`src/rtl/mqts_pkg.sv`:
```
// ----------------------------------------------------------------------------
// mqts_pkg: shared types and constants of the min queue
// Operation and error codes, default sizes and the command queue depth.
// ----------------------------------------------------------------------------
`default_nettype none

package mqts_pkg;

   localparam int DEPTH_DEFAULT      = 64;
   localparam int DATA_WIDTH_DEFAULT = 32;
   localparam int CMDQ_DEPTH         = 2;

   typedef enum logic {
      OP_PUSH = 1'b0,
      OP_POP  = 1'b1
   } op_type;

   typedef enum logic [1:0] {
      ERR_NONE      = 2'd0,
      ERR_POP_EMPTY = 2'd1,
      ERR_PUSH_FULL = 2'd2
   } err_type;

endpackage

`default_nettype wire

```
`src/rtl/mqts_cmd_fifo.sv`:
```
// ----------------------------------------------------------------------------
// mqts_cmd_fifo: command queue between intake and execution
// A small register FIFO so that each side can stall on its own.
// ----------------------------------------------------------------------------
`default_nettype none

module mqts_cmd_fifo
   import mqts_pkg::*;
#(
   parameter int WIDTH = DATA_WIDTH_DEFAULT + 3
) (
   input  wire logic             clock,
   input  wire logic             reset,
   input  wire logic             push,
   input  wire logic [WIDTH-1:0] push_data,
   output logic                  full,
   input  wire logic             pop,
   output logic                  not_empty,
   output logic [WIDTH-1:0]      pop_data
);

   localparam int PW = (CMDQ_DEPTH > 1) ? $clog2(CMDQ_DEPTH) : 1;
   localparam int NW = $clog2(CMDQ_DEPTH + 1);

   logic [WIDTH-1:0] entry_ff [CMDQ_DEPTH];
   logic [PW-1:0]    wr_ptr_ff;
   logic [PW-1:0]    rd_ptr_ff;
   logic [NW-1:0]    fill_ff;
   logic             do_push;
   logic             do_pop;

   assign full      = (fill_ff == NW'(CMDQ_DEPTH));
   assign not_empty = (fill_ff != '0);
   assign pop_data  = entry_ff[rd_ptr_ff];
   assign do_push   = push && !full;
   assign do_pop    = pop && not_empty;

   function automatic logic [PW-1:0] next_ptr(input logic [PW-1:0] ptr);
      return (ptr == PW'(CMDQ_DEPTH - 1)) ? '0 : ptr + 1'b1;
   endfunction

   always_ff @(posedge clock) begin
      if (do_push) begin
         entry_ff[wr_ptr_ff] <= push_data;
      end
   end

   always_ff @(posedge clock) begin
      if (reset) begin
         wr_ptr_ff <= '0;
         rd_ptr_ff <= '0;
         fill_ff   <= '0;
      end else begin
         if (do_push) begin
            wr_ptr_ff <= next_ptr(wr_ptr_ff);
         end
         if (do_pop) begin
            rd_ptr_ff <= next_ptr(rd_ptr_ff);
         end
         if (do_push && !do_pop) begin
            fill_ff <= fill_ff + 1'b1;
         end else if (do_pop && !do_push) begin
            fill_ff <= fill_ff - 1'b1;
         end
      end
   end

endmodule

`default_nettype wire

```
`config.mk`:
```
export PLATFORM = sky130hd
export DESIGN_NAME = mqts_cmd_fifo
export DESIGN_NICKNAME = d
export VERILOG_FILES = /design/src/rtl/mqts_pkg.sv /design/src/rtl/mqts_cmd_fifo.sv
export SDC_FILE = /design/constraint.sdc
export NUM_CORES = 1
export LEC_CHECK = 0
export ABC_AREA = 1
export BUFFER_PORTS_ARGS = -buffer_cell sky130_fd_sc_hd__buf_2
export CELL_PAD_IN_SITES_DETAIL_PLACEMENT = 0
export CELL_PAD_IN_SITES_GLOBAL_PLACEMENT = 2
export CORE_MARGIN = 2
export CORE_UTILIZATION = 36
export CTS_CLUSTER_SIZE = 16
export DETAILED_ROUTE_END_ITERATION = 10
export HOLD_SLACK_MARGIN = 0.06
export PLACE_DENSITY = 0.79
export SLEW_MARGIN = 20
export SYNTH_ARGS = -nofsm -noshare
export SYNTH_HDL_FRONTEND = slang
export SYNTH_SLANG_ARGS = --single-unit
```
`constraint.sdc`:
```
create_clock -name clock -period 3.8 [get_ports clock]
set_clock_uncertainty 0.2 [all_clocks]
set_input_delay 0.76 -clock clock [delete_from_list [all_inputs] [get_ports clock]]
set_output_delay 0.76 -clock clock [all_outputs]
set_load 0.1 [all_outputs]
```
==> impl_metrics.py <==
metrics = {
    "timing": {
        "slew_headroom_pct": 62.6,
        "rsz0062_at_grt": "no",
        "setup_viol": 0,
        "fin_setup_tns_ns": 0,
        "period_minus_slack_ns": 2.88,
        "drv_slew": 0,
        "hold_viol_final": 0,
        "post-route-period-util_pct": 75.7,
        "fin_ws_ns": 0.925,
        "fmax_mhz": 348,
        "worst_pin_slew_ns": 0.560,
    },
    "yosys": {
        "synth_area_leaders": "edfxtp_1 72%, mux2_4 15%, dfxtp_1 3.4%",
        "synth.distinct_cells": 15,
        "avgSynthCellArea_um2": 20.0,
        "yosys_warnings": 0,
        "netlist_instances": 146,
        "synth_seq_cells": 75,
        "yosysSeqAreaShare_pct": 75.3,
        "netlist_area_mm2": 0.00292,
        "synth_top_area_share_pct": 71.9,
        "yosys.area.top_type": "edfxtp_1",
        "synth_nets": 186,
    },
    "global_routing": {
        "grt_use_total_pct": 10.9,
        "overflow": 0,
        "grt_pass1_vias": 1478,
        "grt_start_max_net_pins": 36,
        "grt_first_pass_wirelength_um": 7090,
        "antenna_found_initial": 0,
    },
    "finish": {
        "final_common_cell": "buf_2",
        "final_cell_mix": "75 x buf_2, 70 x edfxtp_1, 30 x mux2_4, 9 x clkbuf_8, 8 x inv_1",
        "finalNetCount": 271,
        "n_antenna_cell": 0,
        "layout-drive-gt1-share_pct": 55.9,
        "area_growth_pct": 25.3,
        "fin_cells": 338,
        "final_core_util_pct": 46.9,
    },
    "flow_run": {
        "maxCapViolations": 0,
    },
    "worst_setup_path": {
        "endpoint_kind": "output pin",
        "critPathMaxStageDelay_ns": 0.67,
        "cp_max_fo": 21,
        "crit_path_start_kind": "flop",
        "path_cells": "buf_12 > mux2_2 > buf_2",
        "cp_slowest_cell": "dfxtp_2",
        "critPathRequiredTime_ns": 2.84,
        "crit_type": "reg2out",
        "arrival_ns": 1.92,
    },
    "cts": {
        "cts_tree": "yes",
        "clkTransAtPathRegs_ns": 0.07,
        "cts_sinks": 75,
        "clockBufferDepth": 2,
        "cts_max_level": 3,
        "cts_resized": 0,
        "cts_hold_buf": 0,
        "root_buffer": "clkbuf_8",
        "clkLatencyLatePin_ns": 0.33,
        "postCtsSetupBuffers": 0,
        "cts_made_buffers": 9,
    },
    "power_and_ir_drop": {
        "power_mw": 3.17,
        "peakVddDrop_mv": 0.502,
        "p_leak_nw": 1.45,
        "p_per_area_mw_per_mm2": 864,
    },
    "floorplan": {
        "initial_core_util_pct": 37.5,
        "dieArea_mm2": 0.00886,
        "rows": 32,
        "fp.coreArea_mm2": 0.00781,
        "boundaryPins": 76,
        "die_h_um": 94.1,
        "fp.dieW_um": 94.1,
    },
    "detailed_routing": {
        "drt_iter0_drc": 83,
        "post-route-drc-count": 0,
        "routed_wirelength_um": 4680,
        "drt_first_pass_iters": 4,
        "drtAntennaViolNets": 0,
        "routed_via_density": 4.38,
        "num_vias": 1482,
        "wl_per_cell_um": 13.8,
    },
    "placement": {
        "hpwl_um": 3070,
        "dp.cells": 320,
        "gp_congestion": 0.716,
        "io_buffer_count": 75,
        "place_ws_ns": 1.26,
    },
    "worst_hold_path": {
        "hp-class": "reg2reg",
    },
    "outcome": {
        "status": "finished clean",
    },
}
## power by group
part	internal, mW	switching (mW)	total, mW
clock	0.371	0.281	0.652
sequential	1.04	0.0572	1.10
combinational	0.315	1.10	1.41
total	1.73	1.44	3.17
## final timing paths
check                   from         endpoint  slack [ns]  cells past startpoint
hold / removal     rd_ptr_ff        rd_ptr_ff        0.30                      2
setup / recovery        flop     pop_data[18]        0.92                      3
setup reg to reg  fill_ff[1]  entry_ff[0][23]        2.06                      4
hold reg to reg    rd_ptr_ff        rd_ptr_ff        0.30                      2
## registers in the layout (all words and copies together) (netlist names), named ones only
signal,cells
fill_ff,2
wr_ptr_ff,1
entry_ff,70
rd_ptr_ff,1
## critical path, delay by kind of cell (launching register included)
family / cells / cell delay [ns]
flip-flops: 1 / 0.67
buffers and inverters: 2 / 0.56
multiplexers: 1 / 0.35
## cell type report
class	count	area, um^2
fillers	700	4140
flip-flops and latches	75	2200
multi-input cells	59	636
repair buffers	78	450
clock buffers	10	128
well taps	102	128
clock inverters	6	88.8
inverters	8	30.0
## layer usage
layer  routed length [um]  track usage, %  vias to the layer above  part of all wire (%)
li1                     -               -                      717                     -
met1                 2080            13.6                      700                    44
met2                 2210            17.4                       55                    47
met3                  306            3.13                       10                   6.5
met4                   78            5.07                        0                   1.7
met5                    0               0                        -                     0
## through the flow
step	area, um^2	hold WS [ns]
3_5_place_dp	3390	0.292
2_1_floorplan	2920	0.265
4_1_cts	3610	0.310
3_3_place_gp	3390	0.284
5_1_grt	3660	0.353
6_report	3660	0.305
## kinds of logic (layout without fill, tap and decap cells)
| logic type | count (synthesis) | after routing | synth area share (%) |
|---|---|---|---|
| fa+ha+maj | 1 | 1 | 0.428 |
| flops | 75 | 75 | 75.3 |
| compound gates | 5 | 5 | 0.984 |
| simple gates | 18 | 18 | 2.48 |
| buf+inv | 12 | 102 | 3.47 |
| mux | 35 | 35 | 17.3 |
## Yosys cell counts
cell and n:
dfxtp_1 5, buf_6 1, nand3_1 2, nand4_1 1, edfxtp_1 70, nand2_1 7
mux2_2 5, o21ai_0 2, a21oi_1 2, inv_1 8, o21ai_2 1, buf_12 3
mux2_4 30, ha_1 1, nor2_1 8
Power figures use the tool's default switching activity.
