File: src/rtl/mqts_pkg.sv
// ----------------------------------------------------------------------------
// mqts_pkg: shared types and constants of the min queue
// Operation and error codes, default sizes and the command queue depth.
// ----------------------------------------------------------------------------
`default_nettype none

package mqts_pkg;

   localparam int DEPTH_DEFAULT      = 64;
   localparam int DATA_WIDTH_DEFAULT = 32;
   localparam int CMDQ_DEPTH         = 2;

   typedef enum logic {
      OP_PUSH = 1'b0,
      OP_POP  = 1'b1
   } op_type;

   typedef enum logic [1:0] {
      ERR_NONE      = 2'd0,
      ERR_POP_EMPTY = 2'd1,
      ERR_PUSH_FULL = 2'd2
   } err_type;

endpackage

`default_nettype wire

File: src/rtl/mqts_if.sv
// ----------------------------------------------------------------------------
// mqts_req_if / mqts_rsp_if: request and response channels
// Valid/ready channels; an item moves at a clock edge with both high.
// ----------------------------------------------------------------------------
`default_nettype none

interface mqts_req_if
   import mqts_pkg::*;
#(
   parameter int DATA_WIDTH = DATA_WIDTH_DEFAULT
) ();
   logic                         valid;
   logic                         ready;
   logic                         mode;
   logic signed [DATA_WIDTH-1:0] value;

   modport source (output valid, output mode, output value, input ready);
   modport sink   (input valid, input mode, input value, output ready);
endinterface


`default_nettype wire

File: src/rtl/mqts_front.sv
// ----------------------------------------------------------------------------
// mqts_front: request intake and classification
// Tracks the element count and tags each item as a push, a pop, or a
// rejected operation before it enters the command queue.
// ----------------------------------------------------------------------------
`default_nettype none

module mqts_front
   import mqts_pkg::*;
#(
   parameter int DEPTH      = DEPTH_DEFAULT,
   parameter int DATA_WIDTH = DATA_WIDTH_DEFAULT,
   parameter int CMD_WIDTH  = DATA_WIDTH + 3
) (
   input  wire logic                 clock,
   input  wire logic                 reset,
   mqts_req_if.sink                  req_chan,
   input  wire logic                 cmd_full,
   output logic                      cmd_push,
   output logic [CMD_WIDTH-1:0]      cmd_data
);

   localparam int CW = $clog2(DEPTH + 1);

   typedef struct packed {
      op_type                op;
      err_type               err;
      logic [DATA_WIDTH-1:0] value;
   } cmd_type;

   logic [CW-1:0] total_ff;
   logic [CW-1:0] total_in;
   cmd_type       cmd;
   logic          accept;

   assign req_chan.ready = !cmd_full;
   assign accept         = req_chan.valid && !cmd_full;

   always_comb begin
      cmd.op    = op_type'(req_chan.mode);
      cmd.value = req_chan.value;
      cmd.err   = ERR_NONE;
      total_in  = total_ff;
      if (cmd.op == OP_PUSH) begin
         if (total_ff == CW'(DEPTH)) begin
            cmd.err = ERR_PUSH_FULL;
         end else begin
            total_in = total_ff + 1'b1;
         end
      end else begin
         if (total_ff == '0) begin
            cmd.err = ERR_POP_EMPTY;
         end else begin
            total_in = total_ff - 1'b1;
         end
      end
   end

   assign cmd_push = accept;
   assign cmd_data = cmd;

   always_ff @(posedge clock) begin
      if (reset) begin
         total_ff <= '0;
      end else if (accept) begin
         total_ff <= total_in;
      end
   end

endmodule

`default_nettype wire

File: src/flat_wrapper.sv
// flat-port wrapper written by rule: the top's interface ports become plain ports
module mqts_front_flat import mqts_pkg::*;
#(
   parameter int DEPTH      = DEPTH_DEFAULT,
   parameter int DATA_WIDTH = DATA_WIDTH_DEFAULT,
   parameter int CMD_WIDTH  = DATA_WIDTH + 3
)
  (clock, reset, cmd_full, cmd_push, cmd_data, req_chan_valid, req_chan_mode, req_chan_value, req_chan_ready);
  mqts_req_if #(.DATA_WIDTH(DATA_WIDTH)) req_chan_i ();
  input  wire logic clock;
  input  wire logic reset;
  input  wire logic cmd_full;
  output logic cmd_push;
  output logic [CMD_WIDTH-1:0] cmd_data;
  input wire logic [$bits(req_chan_i.valid)-1:0] req_chan_valid;
  input wire logic [$bits(req_chan_i.mode)-1:0] req_chan_mode;
  input wire logic [$bits(req_chan_i.value)-1:0] req_chan_value;
  output wire logic [$bits(req_chan_i.ready)-1:0] req_chan_ready;
  assign req_chan_i.valid = req_chan_valid;
  assign req_chan_i.mode = req_chan_mode;
  assign req_chan_i.value = req_chan_value;
  assign req_chan_ready = req_chan_i.ready;
  mqts_front #(.DEPTH(DEPTH), .DATA_WIDTH(DATA_WIDTH), .CMD_WIDTH(CMD_WIDTH)) u_core (.clock(clock), .reset(reset), .req_chan(req_chan_i), .cmd_full(cmd_full), .cmd_push(cmd_push), .cmd_data(cmd_data));
endmodule
File: config.mk
export PLATFORM = sky130hd
export DESIGN_NAME = mqts_front_flat
export DESIGN_NICKNAME = d
export VERILOG_FILES = /design/src/rtl/mqts_pkg.sv /design/src/rtl/mqts_if.sv /design/src/rtl/mqts_front.sv /design/src/flat_wrapper.sv
export SDC_FILE = /design/constraint.sdc
export NUM_CORES = 1
export LEC_CHECK = 0
export ABC_AREA = 0
export ABC_CLOCK_PERIOD_IN_PS = 2100
export BUFFER_PORTS_ARGS = -buffer_cell sky130_fd_sc_hd__buf_2
export CAP_MARGIN = 20
export CORE_MARGIN = 3
export CORE_UTILIZATION = 37
export CTS_CLUSTER_SIZE = 12
export DETAILED_ROUTE_END_ITERATION = 12
export PLACE_DENSITY = 0.79
export SETUP_SLACK_MARGIN = 0.5
export SLEW_MARGIN = 20
export SYNTH_ARGS = -nofsm -noshare
export SYNTH_HDL_FRONTEND = slang
export SYNTH_SLANG_ARGS = --single-unit
File: constraint.sdc
create_clock -name clock -period 2.1 [get_ports clock]
set_input_delay 0.315 -clock clock [delete_from_list [all_inputs] [get_ports clock]]
set_output_delay 0.315 -clock clock [all_outputs]
set_load 0.005 [all_outputs]
==> results of run 1 <==
[routing by layer]
metal	routed length (µm)	vias to the layer above	part of all wire, %
li1	-	262	-
met1	557	260	35
met2	857	25	53
met3	148	8	9.2
met4	43	0	2.7
met5	0	-	0
[worst max-delay path: cells and delay by family, from the launching register on]
family                   cells  cell delay, ns
AND/OR/NAND/NOR              1            0.13
adder cells (fa/ha/maj)      1            0.21
multiplexers                 1            0.33
flip-flops                   1            0.35
AO/OA/AOI/OAI                3            0.72
[final cells by class]
type,instances,area (µm²),share of cell area [%]
Clock buffer,4,26.28,3.231
Inverter,5,18.77,2.308
Multi-Input combinational cell,50,481.7,59.23
Sequential cell,7,145.1,17.85
Tap cell,27,33.78,4.154
Timing Repair Buffer,15,107.6,13.23
[stage by stage]
stage	setup slack, ns	power (mW)	std cells
after floorplan	0.2966	0.3599	96
after global placement	0.07817	0.3458	99
after detailed placement	0.01753	0.3522	99
after CTS	0.2597	0.5190	108
after global routing	0.2009	0.5736	108
final	0.2663	0.5345	108
[timing repair]
| item | 4_1_cts | 5_1_grt |
|---|---|---|
| pin swaps | 9 | 6 |
| endpoints found under the setup margin | 4 | 9 |
| buffers inserted | 5 | 0 |
| gates resized for setup | 7 | 5 |
| endpoints found under the hold margin | 0 | 0 |
[path summary, 6_finish.rpt]
kind	from	endpoint	slack [ns]
min	reset	u_core.total_ff[3]	0.36
max reg2reg	u_core.total_ff[2]	u_core.total_ff[6]	0.27
min reg2reg	u_core.total_ff[4]	u_core.total_ff[4]	0.54
max	u_core.total_ff[2]	u_core.total_ff[6]	0.27
[power by group]
part / internal (mW) / leakage (nW) / switching [mW] / total [mW]
Combinational: 0.130 / 0.259 / 0.113 / 0.243
Clock: 0.0729 / 0.0150 / 0.0557 / 0.129
Sequential: 0.148 / 0.0588 / 0.0147 / 0.163
Total: 0.351 / 0.333 / 0.183 / 0.534
[logic make-up after synthesis]
group	count (synthesis)	synth area share [%]
AO/OA/AOI/OAI	13	16.00
XOR/XNOR	5	5.231
adder cells (fa/ha/maj)	6	9.866
buffers and inverters	39	32.44
flip-flops	7	16.74
multiplexers	5	6.577
AND/OR/NAND/NOR	21	13.16
[placed cells by master (no fill, tap or decap), types with 2 or more instances in the layout]
| cell | n |
|---|---|
| inv_1 | 2 |
| ha_1 | 3 |
| nand2b_1 | 2 |
| xnor2_1 | 4 |
| nor2_1 | 8 |
| mux2i_1 | 4 |
| a21oi_1 | 2 |
| buf_4 | 3 |
| dfxtp_2 | 4 |
| inv_2 | 3 |
| clkbuf_4 | 3 |
| dfxtp_1 | 3 |
| buf_2 | 8 |
| ha_4 | 2 |
| buf_6 | 4 |
| nor3_1 | 2 |
==> flow_summary.ini, run 1 <==
[critical_path]
setup.worst_path.class = flip-flop to flip-flop
worstPathRequired_ns = 2.26
slowest_delay_ns = 0.35
end_kind = flip-flop
crit_arrival_ns = 2.00
reg2regPathDepth = 6
start_kind = flip-flop
crit_fanout = 4
worstPathCellList = ha_4 > nor2b_4 > o31a_4 > o22ai_4 > mux2_4 > a2111oi_4
cp_slowest_cell = dfxtp_2

[clocking]
clk_path_buf_depth = 2
clock_sinks = 7
ctsHoldBuffers = 0
htreeDepth = 1
cts_buffers = 3
clkLatencyLatePin_ns = 0.26
cts_tree = done
path_clk_slew_ns = 0.05
clockRootBuffer = clkbuf_4

[outcome]
outcome = complete, no violations

[power]
powerDensity_nw_per_um2 = 657.2
p_leak_nw = 0.3326
peakVddDrop_v = 0.0002962

[timing]
setup_viol = 0
min_period_over_period_pct = 87.32
rsz0062_at_grt = yes
finalSetupTns_ns = 0
maxSlewHeadroom_pct = 73.70
max_freq_ghz = 0.5454
drv_slew = 0
worstMarginPinSlew_ns = 0.3937
min_period_ns = 1.834
skew_ns = 0.0006082
holdWs_ns = 0.3618
hold_viol = 0

[global_route]
track_usage_pct = 12.39
grt_pass1_vias = 596
antenna_found_initial = 0
use_met3_pct = 3.324
top_usage_layer = met2
grt_overflow = 0
grt_max_degree = 9
grt_util_met2_pct = 24.08
grt_pass1_wl_um = 2490
use_met1_pct = 10.48

[synthesis]
yosys.area.top_type = buf_4
synth.most_common_cell = buf_4
yosys_register_bits = 7
synth_cells = 96
yosys-top-cells-area = buf_4, dfxtp_1, ha_1
ys_async_sr_fraction_pct = 0
synth_edf_count = 0
yosys.cell_types.count = 32
synthesis.nets = 139
synthesis.area_um2 = 837.1
synth_top_area_share_pct = 29.60
ys.flop_type = dfxtp_1
ys_seq_area_share_pct = 16.74
postSynthAreaPerCell_um2 = 8.719
yosysWarnings = 0
synth_common_cells = buf_4, nor2_1, dfxtp_1

[finish]
fin_area_um2 = 813.3
syn2layout_area_growth_pct = -2.840
fillers = 202
diodes = 0
largest_reg_flops = 7
fin_util_pct = 39.83
regMostFlops = u_core.total_ff
drive_above_1_share_pct = 49.38
top_regs = u_core.total_ff (7)
final_nets = 125

[floorplan]
rows = 16
ioPinCount = 74
dieArea_um2 = 2869
dieHeight_um = 53.57
die_x_um = 53.57
initial_core_util_pct = 40.99
coreArea_um2 = 2042

[routing]
routedWlPerCell_um = 14.87
firstDrtPassIters = 4
drtAntennaViolNets = 0
route.detailed.vias_per_inst = 5.139
num_vias = 555
drc_errors = 0
drt_iter0_drc = 3
routed_wl_um = 1606

[place]
gp_congestion = 0.9125
placed_area_um2 = 705.7
hpwl_um = 1105
portBuffers = 9

[run]
maxCapViolCount = 0

[hold_path]
hold_path_class = input port to flip-flop
holdPathStages = 2
Power figures use the tool's default switching activity.
==> run 2, diff against run 1 <==
--- a/config.mk
+++ b/config.mk
@@ -9,8 +9,8 @@
 export ABC_CLOCK_PERIOD_IN_PS = 2100
 export BUFFER_PORTS_ARGS = -buffer_cell sky130_fd_sc_hd__buf_2
 export CAP_MARGIN = 20
-export CORE_MARGIN = 3
 export CORE_UTILIZATION = 37
+export CTS_BUF_LIST = sky130_fd_sc_hd__clkbuf_16
 export CTS_CLUSTER_SIZE = 12
 export DETAILED_ROUTE_END_ITERATION = 12
 export PLACE_DENSITY = 0.79
==> run 2 against run 1 <==
Against the previous run: fmax is 0.95% lower; critical path type unchanged; sequential power hardly changed; wire length grew 14%; flip-flop and latch count unchanged; largest power group is now the clock network.
==> flow_summary.ini, run 2 (same netlist as run 1, synthesis figures left out) <==
[outcome]
outcome = complete, no violations

[timing]
worstMarginPinSlew_ns = 0.3902
skew_ns = 0.002655
holdWs_ns = 0.3926
min_period_over_period_pct = 88.16
maxSlewHeadroom_pct = 73.93
rsz0062_at_grt = yes
setup_viol = 0
max_freq_ghz = 0.5402
hold_viol = 0
min_period_ns = 1.851
drv_slew = 0
finalSetupTns_ns = 0

[global_route]
grt_pass1_wl_um = 2884
grt_overflow = 0
grt_pass1_vias = 626
track_usage_pct = 16.55
antenna_found_initial = 0
grt_max_degree = 9

[finish]
regMostFlops = u_core.total_ff
drive_above_1_share_pct = 54.76
final_cell_mix = nor2_1, buf_2, buf_4
regArea_um2 = 150.1
fin_util_pct = 44.85
diodes = 0
final_nets = 128
fin_cells = 111
syn2layout_area_growth_pct = 9.417
top_regs = u_core.total_ff (7)
largest_reg_flops = 7
fillers = 192
multi_input_area_um2 = 511.7

[critical_path]
crit_fanout = 3
slowest_delay_ns = 0.35
crit_arrival_ns = 1.99
end_kind = flip-flop
worstPathRequired_ns = 2.23
setup.worst_path.class = flip-flop to flip-flop
path_buf_inv = 1
worstPathCellList = inv_2 > fa_2 > nor2b_4 > o31a_4 > o22ai_4 > mux2_4 > a2111oi_4
critical-path-top-delay-family = compound AO/OA/AOI/OAI gates
cp_slowest_cell = dfxtp_4
start_kind = flip-flop

[clocking]
cts_buffers = 3
path_clk_slew_ns = 0.04
ctsHoldBuffers = 0
clock_sinks = 7
htreeDepth = 1
clkLatencyLatePin_ns = 0.23
clockRootBuffer = clkbuf_16
clk_path_buf_depth = 2
cts_tree = done

[routing]
drt_iter0_drc = 6
route.detailed.vias_per_inst = 5.315
routed_wl_um = 1833
drtAntennaViolNets = 0
routedWlPerCell_um = 16.51
firstDrtPassIters = 2
drc_errors = 0
num_vias = 590

[power]
p_int_mw = 0.5340
pwr-share-comb_pct = 34.8
peakVddDrop_v = 0.0003558
power_frac_seq_pct = 22.1
p_leak_nw = 0.3698
p_sw_mw = 0.2128
powerDensity_nw_per_um2 = 815.5
swShare_pct = 28.50
total_power_mw = 0.7469
clockPowerShare_pct = 43.2

[place]
portBuffers = 9
gp_congestion = 0.8511
placedCellCount = 99
hpwl_um = 1151

[floorplan]
dieArea_um2 = 2457
rows = 16
dieHeight_um = 49.57
ioPinCount = 74
initial_core_util_pct = 40.99
coreArea_um2 = 2042
die_x_um = 49.57

[hold_path]
hold_path_class = input port to flip-flop

[run]
maxCapViolCount = 0
## run 2: cell types whose count changed in the layout (fill, tap and decap cells not counted), sizes merged
cell	change
inv	+1
buf	+3
clkbuf	-1
## run 2: final cells by class
type                            count  area share (%)
Tap cell                           27           3.689
Clock inverter                      1          0.4098
Timing Repair Buffer               18           13.39
Sequential cell                     7           16.39
Clock buffer                        3           8.197
Multi-Input combinational cell     50           55.87
Inverter                            5           2.049
## run 2: per-stage QoR
stage                     area [µm²]  worst slack (ns)
final                          915.9            0.2487
after detailed placement       705.7         -0.006197
after CTS                      864.6            0.2516
after floorplan                872.1            0.2966
after global routing           915.9            0.1796
after global placement         705.7           0.06227
## run 2: timing repair
item                                   CTS  global route
buffers inserted                         5             3
resized for setup                       10             6
setup endpoints to repair                4             9
endpoints found under the hold margin    0             0
pin swaps                                9             5
## run 2: worst paths after layout
kind / startpoint / to / slack [ns] / cells past startpoint
min: reset / u_core.total_ff[2] / 0.39 / 2
max reg2reg: u_core.total_ff[1] / u_core.total_ff[6] / 0.25 / 7
max: u_core.total_ff[1] / u_core.total_ff[6] / 0.25 / 7
min reg2reg: u_core.total_ff[3] / u_core.total_ff[3] / 0.55 / 2
## run 2: metal layers
layer	vias to the layer above	global-route usage, %	routed length, µm
met2	29	30.41	947
met5	-	0	0
met1	271	13.54	634
li1	263	-	-
met3	27	4.321	119
met4	0	17.14	132
## run 2: power groups by stage
stage,registers (mW),clock network [mW],logic [mW]
floorplan,0.162,0,0.198
global placement,0.165,0,0.182
detailed placement,0.166,0,0.190
CTS,0.162,0.328,0.217
global route,0.166,0.337,0.281
finish,0.165,0.322,0.260
